### config.mk
export PLATFORM = sky130hd
export DESIGN_NAME = tune_beacon_epoch_gate_unit
export DESIGN_NICKNAME = d
export VERILOG_FILES = /design/src/rtl/core/tbeg_pkg.sv /design/src/rtl/core/tbeg_epoch_store.sv /design/src/rtl/core/tbeg_check.sv /design/src/rtl/core/tune_beacon_epoch_gate_unit.sv
export SDC_FILE = /design/constraint.sdc
export NUM_CORES = 1
export LEC_CHECK = 0
export BUFFER_PORTS_ARGS = -buffer_cell sky130_fd_sc_hd__clkbuf_2
export CAP_MARGIN = 20
export CORE_AREA = 2 2 112 92
export DETAILED_ROUTE_END_ITERATION = 12
export DIE_AREA = 0 0 114 94
export GPL_TIMING_DRIVEN = 0
export HOLD_SLACK_MARGIN = 0.15
export PLACE_DENSITY_LB_ADDON = 0.2
export SLEW_MARGIN = 20
export SYNTH_ARGS = -nofsm -noshare
export SYNTH_HDL_FRONTEND = slang
export SYNTH_HIERARCHICAL = 1
export SYNTH_SLANG_ARGS = --single-unit
### constraint.sdc
create_clock -name clk -period 10.5 [get_ports clk]
set_clock_uncertainty 0.2 [all_clocks]
set_input_delay 1.05 -clock clk [delete_from_list [all_inputs] [get_ports clk]]
set_output_delay 1.05 -clock clk [all_outputs]
set_load 0.02 [all_outputs]
### src/rtl/core/tbeg_pkg.sv
// Types and constants of the tuning beacon epoch gate
package tbeg_pkg;

	localparam int unsigned NUM_SETTINGS = 5;
	localparam int unsigned SLOT_W = 3;

	localparam logic [7:0] BEACON_TYPE   = 8'hAC;
	localparam logic [6:0] BEACON_VER    = 7'd1;
	localparam logic [7:0] MIN_LEN       = 8'd4;
	localparam logic [7:0] EPOCH_LEN     = 8'd5;
	localparam logic [7:0] ID_FIRST      = 8'd1;
	localparam logic [7:0] ID_LAST       = 8'd5;

	localparam logic [7:0] BUF_MIN       = 8'd4;
	localparam logic [7:0] BUF_MAX       = 8'd60;
	localparam logic [7:0] LOCK_MIN      = 8'd5;
	localparam logic [7:0] LOCK_MAX      = 8'd50;
	localparam logic [7:0] GAP_MIN       = 8'd4;
	localparam logic [7:0] GAP_MAX       = 8'd64;
	localparam logic [7:0] VOL_MIN       = 8'd10;
	localparam logic [7:0] VOL_MAX       = 8'd100;

	typedef enum logic [SLOT_W-1:0] {
		KIND_BUFFER    = 3'd0,
		KIND_SELECTION = 3'd1,
		KIND_LOCK      = 3'd2,
		KIND_RESYNC    = 3'd3,
		KIND_VOLUME    = 3'd4
	} setting_kind_t;

	typedef struct packed {
		logic       seen;
		logic [7:0] epoch;
	} epoch_rd_t;

	typedef struct packed {
		logic              en;
		logic [SLOT_W-1:0] slot;
		logic [7:0]        epoch;
	} epoch_wr_t;

	typedef struct packed {
		logic       applied;
		logic [2:0] kind;
		logic [8:0] value;
	} beacon_res_t;

endpackage

### src/rtl/core/tbeg_epoch_store.sv
// Per-setting last epoch and seen flag, cleared at reset
module tbeg_epoch_store import tbeg_pkg::*; (
	input  logic              clk,
	input  logic              arst_n,
	input  logic [SLOT_W-1:0] rd_slot,
	output epoch_rd_t         rd,
	input  epoch_wr_t         wr
);

	logic [7:0]            epoch_q [NUM_SETTINGS];
	logic [NUM_SETTINGS-1:0] seen_q;

	always_ff @(posedge clk or negedge arst_n) begin
		if (!arst_n) begin
			seen_q <= '0;
			for (int i = 0; i < NUM_SETTINGS; i++) begin
				epoch_q[i] <= '0;
			end
		end else if (wr.en && (wr.slot < SLOT_W'(NUM_SETTINGS))) begin
			seen_q[wr.slot] <= 1'b1;
			epoch_q[wr.slot] <= wr.epoch;
		end
	end

	always_comb begin
		rd = '0;
		if (rd_slot < SLOT_W'(NUM_SETTINGS)) begin
			rd.seen = seen_q[rd_slot];
			rd.epoch = epoch_q[rd_slot];
		end
	end

endmodule

### src/rtl/core/tbeg_check.sv
// Header, epoch and range checks for one registered beacon
module tbeg_check import tbeg_pkg::*; (
	input  logic              take,
	input  logic [7:0]        frame_length,
	input  logic [7:0]        packet_type,
	input  logic [7:0]        version_byte,
	input  logic [7:0]        setting_id,
	input  logic [7:0]        setting_byte,
	input  logic [7:0]        epoch_byte,
	output logic [SLOT_W-1:0] rd_slot,
	input  epoch_rd_t         rd,
	output epoch_wr_t         wr,
	output beacon_res_t       res
);

	logic        hdr_ok;
	logic        id_ok;
	logic        carries;
	logic        older;
	logic        range_ok;
	logic [7:0]  diff;
	logic [8:0]  val;
	logic [8:0]  lock_ms;
	logic        pass;

	assign hdr_ok  = (frame_length >= MIN_LEN) && (packet_type == BEACON_TYPE)
		&& (version_byte[6:0] == BEACON_VER);
	assign id_ok   = setting_id inside {[ID_FIRST:ID_LAST]};
	assign rd_slot = SLOT_W'(setting_id - ID_FIRST);
	assign carries = frame_length >= EPOCH_LEN;

	// wrap-safe: negative 8-bit difference means strictly older
	assign diff  = epoch_byte - rd.epoch;
	assign older = carries && rd.seen && diff[7];

	// only used in range (5..50), so nine bits hold the product
	assign lock_ms = {1'b0, setting_byte} * 9'd10;

	always_comb begin
		range_ok = 1'b0;
		val = '0;
		case (rd_slot)
			KIND_BUFFER: begin
				range_ok = (setting_byte == 8'd0) || (setting_byte inside {[BUF_MIN:BUF_MAX]});
				val = {1'b0, setting_byte};
			end
			KIND_SELECTION: begin
				range_ok = 1'b1;
				val = {8'd0, |setting_byte};
			end
			KIND_LOCK: begin
				range_ok = setting_byte inside {[LOCK_MIN:LOCK_MAX]};
				val = lock_ms;
			end
			KIND_RESYNC: begin
				range_ok = setting_byte inside {[GAP_MIN:GAP_MAX]};
				val = {1'b0, setting_byte};
			end
			KIND_VOLUME: begin
				range_ok = setting_byte inside {[VOL_MIN:VOL_MAX]};
				val = {1'b0, setting_byte};
			end
			default: begin
				range_ok = 1'b0;
				val = '0;
			end
		endcase
	end

	assign pass = hdr_ok && id_ok && !older && range_ok;

	always_comb begin
		res = '0;
		if (pass) begin
			res.applied = 1'b1;
			res.kind = rd_slot;
			res.value = val;
		end
	end

	assign wr.en    = take && pass && carries;
	assign wr.slot  = rd_slot;
	assign wr.epoch = epoch_byte;

endmodule

### src/rtl/core/tune_beacon_epoch_gate_unit.sv
// Top level of the tuning beacon epoch gate
//  channel | direction | handshake            | payload
//  in      | input     | in_valid / in_ready  | frame_length .. epoch_byte
//  out     | output    | out_valid / out_ready| applied, setting_kind, applied_value
// One beacon per cycle while the out channel is not stalled; input register, then result register.
// The check and the epoch store update run between the two registers, so the
// next beacon sees the updated epoch in the following cycle.
// Reset clears the epoch store and both valid flags.
// A stalled result holds; input is still taken while the result register drains.
module tune_beacon_epoch_gate_unit import tbeg_pkg::*; (
	input  logic       clk,
	input  logic       arst_n,
	input  logic       in_valid,
	output logic       in_ready,
	input  logic [7:0] frame_length,
	input  logic [7:0] packet_type,
	input  logic [7:0] version_byte,
	input  logic [7:0] setting_id,
	input  logic [7:0] setting_byte,
	input  logic [7:0] epoch_byte,
	output logic       out_valid,
	input  logic       out_ready,
	output logic       applied,
	output logic [2:0] setting_kind,
	output logic [8:0] applied_value
);

	logic        valid_s1;
	logic [7:0]  len_s1;
	logic [7:0]  type_s1;
	logic [7:0]  ver_s1;
	logic [7:0]  id_s1;
	logic [7:0]  raw_s1;
	logic [7:0]  ep_s1;
	logic        valid_s2;
	beacon_res_t res_s2;

	logic              s2_en;
	logic              s1_adv;
	logic [SLOT_W-1:0] rd_slot;
	epoch_rd_t         rd;
	epoch_wr_t         wr;
	beacon_res_t       res;

	assign s2_en    = !valid_s2 || out_ready;
	assign s1_adv   = valid_s1 && s2_en;
	assign in_ready = !valid_s1 || s2_en;

	always_ff @(posedge clk or negedge arst_n) begin
		if (!arst_n) begin
			valid_s1 <= 1'b0;
		end else if (in_ready) begin
			valid_s1 <= in_valid;
		end
	end

	always_ff @(posedge clk) begin
		if (in_valid && in_ready) begin
			len_s1  <= frame_length;
			type_s1 <= packet_type;
			ver_s1  <= version_byte;
			id_s1   <= setting_id;
			raw_s1  <= setting_byte;
			ep_s1   <= epoch_byte;
		end
	end

	tbeg_check u_check (
		.take         (s1_adv),
		.frame_length (len_s1),
		.packet_type  (type_s1),
		.version_byte (ver_s1),
		.setting_id   (id_s1),
		.setting_byte (raw_s1),
		.epoch_byte   (ep_s1),
		.rd_slot      (rd_slot),
		.rd           (rd),
		.wr           (wr),
		.res          (res)
	);

	tbeg_epoch_store u_store (
		.clk     (clk),
		.arst_n  (arst_n),
		.rd_slot (rd_slot),
		.rd      (rd),
		.wr      (wr)
	);

	always_ff @(posedge clk or negedge arst_n) begin
		if (!arst_n) begin
			valid_s2 <= 1'b0;
		end else if (s2_en) begin
			valid_s2 <= valid_s1;
		end
	end

	always_ff @(posedge clk) begin
		if (s1_adv) begin
			res_s2 <= res;
		end
	end

	assign out_valid     = valid_s2;
	assign applied       = res_s2.applied;
	assign setting_kind  = res_s2.kind;
	assign applied_value = res_s2.value;

endmodule

==> results of run 1 <==
==> placed cells by master (no fill, tap or decap), drive strengths merged, types with 5 or more instances in the layout <==
cell type	instances
clkbuf	80
edfxtp	60
dfrtp	47
mux2	47
ha	21
buf	18
nor2	16
inv	15
nor4	13
mux2i	12
nand2	10
a221o	8
nor3	8
a22oi	7
nand2b	7
a21oi	5
nor3b	5
==> worst max-delay path, delay by kind of cell, from the launching register on <==
| kind | cells | cell delay (ns) |
|---|---|---|
| flip-flops | 1 | 0.47 |
| multiplexers | 2 | 0.62 |
| buffers and inverters | 4 | 0.54 |
| adder cells (fa/ha/maj) | 2 | 0.59 |
| XOR/XNOR | 1 | 0.28 |
| AND/OR/NAND/NOR | 4 | 1.95 |
| AO/OA/AOI/OAI | 4 | 0.99 |
==> final timing paths <==
check                                                  end  slack (ns)  cells past startpoint
setup / recovery           u_store/epoch_q[29]$_DFFE_PN0P_        4.73                     17
hold / removal               u_store/seen_q[0]$_DFFE_PN0P_        0.27                      1
setup reg to reg           u_store/epoch_q[29]$_DFFE_PN0P_        4.73                     17
hold reg to reg              u_store/seen_q[0]$_DFFE_PN0P_        0.27                      1
max in group asynchronous  u_store/epoch_q[31]$_DFFE_PN0P_        9.11                      1
min in group asynchronous   u_store/epoch_q[4]$_DFFE_PN0P_        0.55                      1
==> flip-flops by register name (all words and copies together), names as in the netlist <==
signal,count
u_store/epoch_q,40
applied_value,9
ep_s1,8
id_s1,8
len_s1,8
raw_s1,8
type_s1,8
ver_s1,7
u_store/seen_q,5
setting_kind,3
applied,1
out_valid,1
valid_s1,1
==> through the flow <==
| stage | utilization [%] | setup slack [ns] |
|---|---|---|
| detailed placement | 58.85 | 4.700 |
| CTS | 61.95 | 4.680 |
| global placement | 58.82 | 4.814 |
| floorplan | - | 5.745 |
| global route | 61.95 | 4.312 |
| finish | 61.95 | 4.731 |
==> per-layer routing <==
metal	GRT usage (%)	vias up
met3	3.935	13
met5	0	-
met2	29.46	74
li1	-	1491
met1	26.73	1537
met4	5.183	0
==> power by group <==
group          internal [mW]  leakage (nW)  switching, mW  total, mW
clock                  0.168         0.147          0.158      0.325
combinational         0.0355          1.21         0.0530     0.0885
sequential             0.463          1.23        0.00917      0.472
==> cell type report <==
type	count	area [sq um]	share of cell area [%]
plain buffers	24	150.1	2.543
inverters	12	45.04	0.7630
multi-input cells	215	1958	33.17
clock buffers	9	225.2	3.815
clock inverters	7	70.07	1.187
flip-flops and latches	107	2978	50.45
repair buffers	65	327.8	5.553
well taps	119	148.9	2.522
==> run metrics, run 1 <==
layout cells sized above 1 38.72%; Slew @ Worst Pin 0.8429 ns; CP max stage delay 0.66 ns; CTS H-tree depth 3; Max-Cap Viols 0; syn avg cell area roughly 14 sq um; Layout area overhead 15.05%; RR Startpoint id_s1[0]$_DFFE_PP_; Die Y 94 um; GRT Util Overall 18.76%; Antenna Cells 0; Post-DP Area 5608 sq um; CP Launch Type register; Slew Viols, Final 0; Chip Width roughly 110 um; DR WL met2 4.319 mm; core area 9529 sq um; Fillers 771; setup violators final 0; vias in the first global route 3113; synthesized cell area 5131 sq um; Nets 508; port bufs 65; Max Freq 173.3 MHz; post-CTS sizing 0; CTS tree built; hold crit path type reg -> reg; CTS Buffer Depth 2; Post-Layout Cell Count roughly 560; number of remaining DRC errors 0; Cells after Synth roughly 360; status finished clean; clock-pin slew on the worst setup and hold paths 0.07 ns; vias 3115; CP cell instances inv_1 -> ha_1 -> xnor2_4 -> inv_1 -> buf_2 -> nor3b_2 -> a221o_1 -> inv_1 -> ha_1 -> a21o_1 -> a221o_1 -> a31oi_1 -> mux2i_1 -> nor4_2 -> nand2_1 -> nor3_2 -> mux2_2; Ports between 60 and 70; slowest CP cell nor3_2; TritonRoute pass-1 iters 4; vias per inst around 5.6; Highest Signal Layer met4; final std cell area, no fill a little under 6000 sq um; Worst VDD drop approximately 88 uV; hold_ws 0.2671 ns; Tcrit/Tclk final 54.94%; clk root buf clkbuf_16; Power Dens Cells 150.0 nW/um^2; hold violation count in the final report 0; CP startpoint id_s1[0]$_DFFE_PP_; Detail Placement HPWL 6.414 mm; Placed Cells 542; total CTS buffers 9; hold-fix buffers at CTS 0; min Tclk post-route 5.769 ns; first-pass GRT wire length 15.41 mm; CTS sink count 107; ANT nets after route 0; total power 0.8856 mW; Die ar. 10720 sq um; M1 wire length around 4.3 mm; WL met3 450 um; type of the worst setup path reg -> reg; RSZ-0062 raised after global routing false; crit path DAT 5.80 ns; Starting Density a little over half; GRT overflow 0; most frequent CP cell inv_1; clk_lat worst skew around 0.34 ns; Setup Buffers After CTS 0; initial antenna violation count 0; synth warn 6; relative slew slack roughly 43%; placer's final routability congestion estimate 0.8186; Cell Rows 32; routed wire length 9.224 mm; hold wc startpoint u_store/seen_q[0]$_DFFE_PN0P_; Critical Path End Type register; Post-Syn Nets 432; Req. time, crit path 10.53 ns; CP max FO 10; setup TNS 0 ns; pin count of the biggest net entering global routing 48; number of DRC markers in iteration 0 roughly 130; LEAKAGE 2.587 nW; DR WL/cell roughly 17 um
(Power assumes the default switching activity.)
==> inputs of run 2 (changes only) <==
--- a/config.mk
+++ b/config.mk
@@ -5,11 +5,12 @@
 export SDC_FILE = /design/constraint.sdc
 export NUM_CORES = 1
 export LEC_CHECK = 0
+export ABC_AREA = 1
 export BUFFER_PORTS_ARGS = -buffer_cell sky130_fd_sc_hd__clkbuf_2
 export CAP_MARGIN = 20
-export CORE_AREA = 2 2 112 92
+export CORE_AREA = 2 2 115 94
 export DETAILED_ROUTE_END_ITERATION = 12
-export DIE_AREA = 0 0 114 94
+export DIE_AREA = 0 0 117 96
 export GPL_TIMING_DRIVEN = 0
 export HOLD_SLACK_MARGIN = 0.15
 export PLACE_DENSITY_LB_ADDON = 0.2
==> constraint.sdc (replaced) <==
create_clock -name clk -period 5.55 [get_ports clk]
set_clock_uncertainty 0.2 [all_clocks]
set_input_delay 0.555 -clock clk [delete_from_list [all_inputs] [get_ports clk]]
set_output_delay 0.555 -clock clk [all_outputs]
set_load 0.02 [all_outputs]
==> run metrics, run 2 <==
GRT Util Overall 20.51%; Comb pwr share between 10% and 20%; LEAKAGE 2.945 nW; clk_lat worst skew between 0.3 and 0.4 ns; Clk pwr share 37.7%; sequential fraction of design power 50.6%; Slew @ Worst Pin between 0.7 and 0.8 ns; Layout area overhead 15.81%; setup TNS 0 ns; DR WL/cell 12.77 um; Die ar. about 11000 sq um; setup violators final 0; Most flops, register u_store/epoch_q; status finished clean; ANT nets after route 0; number of DRC markers in iteration 0 213; max FFs per register 40; CTS sink count 107; post-CTS sizing 0; Nets slightly above 700; vias 3744; Max Freq roughly 250 MHz; synthesized cell area 5404 sq um; CTS H-tree depth 3; placer's final routability congestion estimate 0.8820; hold violation count in the final report 0; total CTS buffers 9; Cell Rows 33; Starting Density 53.42%; pin count of the biggest net entering global routing 48; relative slew slack 48.25%; Req. time, crit path 5.58 ns; port bufs 65; Worst VDD drop 231.2 uV; clk root buf clkbuf_16; Setup Buffers After CTS 0; type of the worst setup path reg -> reg; most frequent cells in the layout nand2_1, inv_1, clkbuf_2; syn avg cell area 9.415 sq um; Cells after Synth 574; total power 1.758 mW; final core occ around three fifths; TritonRoute pass-1 iters 4; crit path DAT 4.08 ns; CP Launch Type register; hold crit path type in -> reg; vias in the first global route 3661; final std cell area, no fill 6259 sq um; Tcrit/Tclk final between 70 and 80%; most common cell after layout, fill and taps aside nand2_1; Internal 1.312 mW; routed wire length 10.18 mm; Power Dens Cells 280.9 nW/um^2; Ports 67; CTS Buffer Depth 2; first-pass GRT wire length 17.35 mm; hold-fix buffers at CTS 1; Critical Path End Type register; vias per inst ~4.7; Post-Syn Nets 648; Switch Pwr 0.4464 mW; core area approximately 10000 sq um; Chip Width 117 um; Slew Viols, Final 0; RSZ-0062 raised after global routing false; CP max FO 10; CTS tree built; initial antenna violation count 0; number of remaining DRC errors 0; layout cells sized above 1 24.96%; clock-pin slew on the worst setup and hold paths 0.07 ns; GRT overflow 0; Antenna Cells 0; synth warn 6; switching share of total power around a quarter; Post-DP Area a little under 6000 sq um; Detail Placement HPWL ~7.6 mm; hold_ws 0.1767 ns; Die Y 96 um; Max-Cap Viols 0; min Tclk post-route 4.047 ns
run 2: area by class of cell:
class	count	area [sq um]
fillers	877	3857
flip-flops and latches	107	2978
multi-input cells	356	1904
repair buffers	67	357.8
inverters	89	336.6
clock buffers	9	225.2
plain buffers	22	188.9
well taps	140	175.2
clock inverters	7	92.59
run 2: per-layer routing:
metal / wire [um] / track usage (%)
met1: 4747 / 28.88
met2: 4580 / 31.84
met3: 756 / 4.912
met4: 91 / 6.078
met5: 0 / 0
run 2: worst paths after layout:
path / endpoint / startpoint / slack, ns / cells after the start
worst max-delay path: u_store/epoch_q[6]$_DFFE_PN0P_ / id_s1[0]$_DFFE_PP_ / 1.50 / 22
worst min-delay path: len_s1[6]$_DFFE_PP_ / frame_length[6] / 0.18 / 1
worst max register to register: u_store/epoch_q[6]$_DFFE_PN0P_ / id_s1[0]$_DFFE_PP_ / 1.50 / 22
worst min register to register: u_store/seen_q[1]$_DFFE_PN0P_ / u_store/seen_q[1]$_DFFE_PN0P_ / 0.26 / 2
max in group asynchronous: u_store/seen_q[2]$_DFFE_PN0P_ / arst_n / 4.13 / 2
min in group asynchronous: valid_s1$_DFFE_PN0P_ / arst_n / 0.60 / 2
run 2: power groups by stage:
stage	combinational [mW]	sequential, mW	clock (mW)
after global routing	0.235	0.893	0.709
after detailed placement	0.206	0.907	0
after CTS	0.208	0.890	0.681
after global placement	0.198	0.908	0
final	0.206	0.890	0.662
after floorplan	0.130	0.912	0
run 2: worst max-delay path, cell delays in order, from the launching register on:
cell and delay [ns]:
edfxtp_1 0.45, inv_1 0.16, ha_1 0.35, inv_1 0.08, buf_4 0.18, nor3_4 0.38, nand2_1 0.09, nand2_1 0.12
inv_1 0.05, ha_1 0.28, a21oi_1 0.15, nor2_1 0.06, nor2_1 0.13, nand3_1 0.10, nand3_1 0.13, nand3_2 0.14
nor2_1 0.14, inv_1 0.08, nor2_4 0.13, nand3_2 0.19, buf_6 0.21, nand2_1 0.07, o21ai_2 0.05
run 2: per-stage QoR:
| stage | setup slack (ns) | std cells |
|---|---|---|
| 4_1_cts | 1.451 | 797 |
| 2_1_floorplan | 2.085 | 574 |
| 3_5_place_dp | 1.480 | 780 |
| 6_report | 1.503 | 797 |
| 3_3_place_gp | 1.514 | 779 |
| 5_1_grt | 1.126 | 797 |
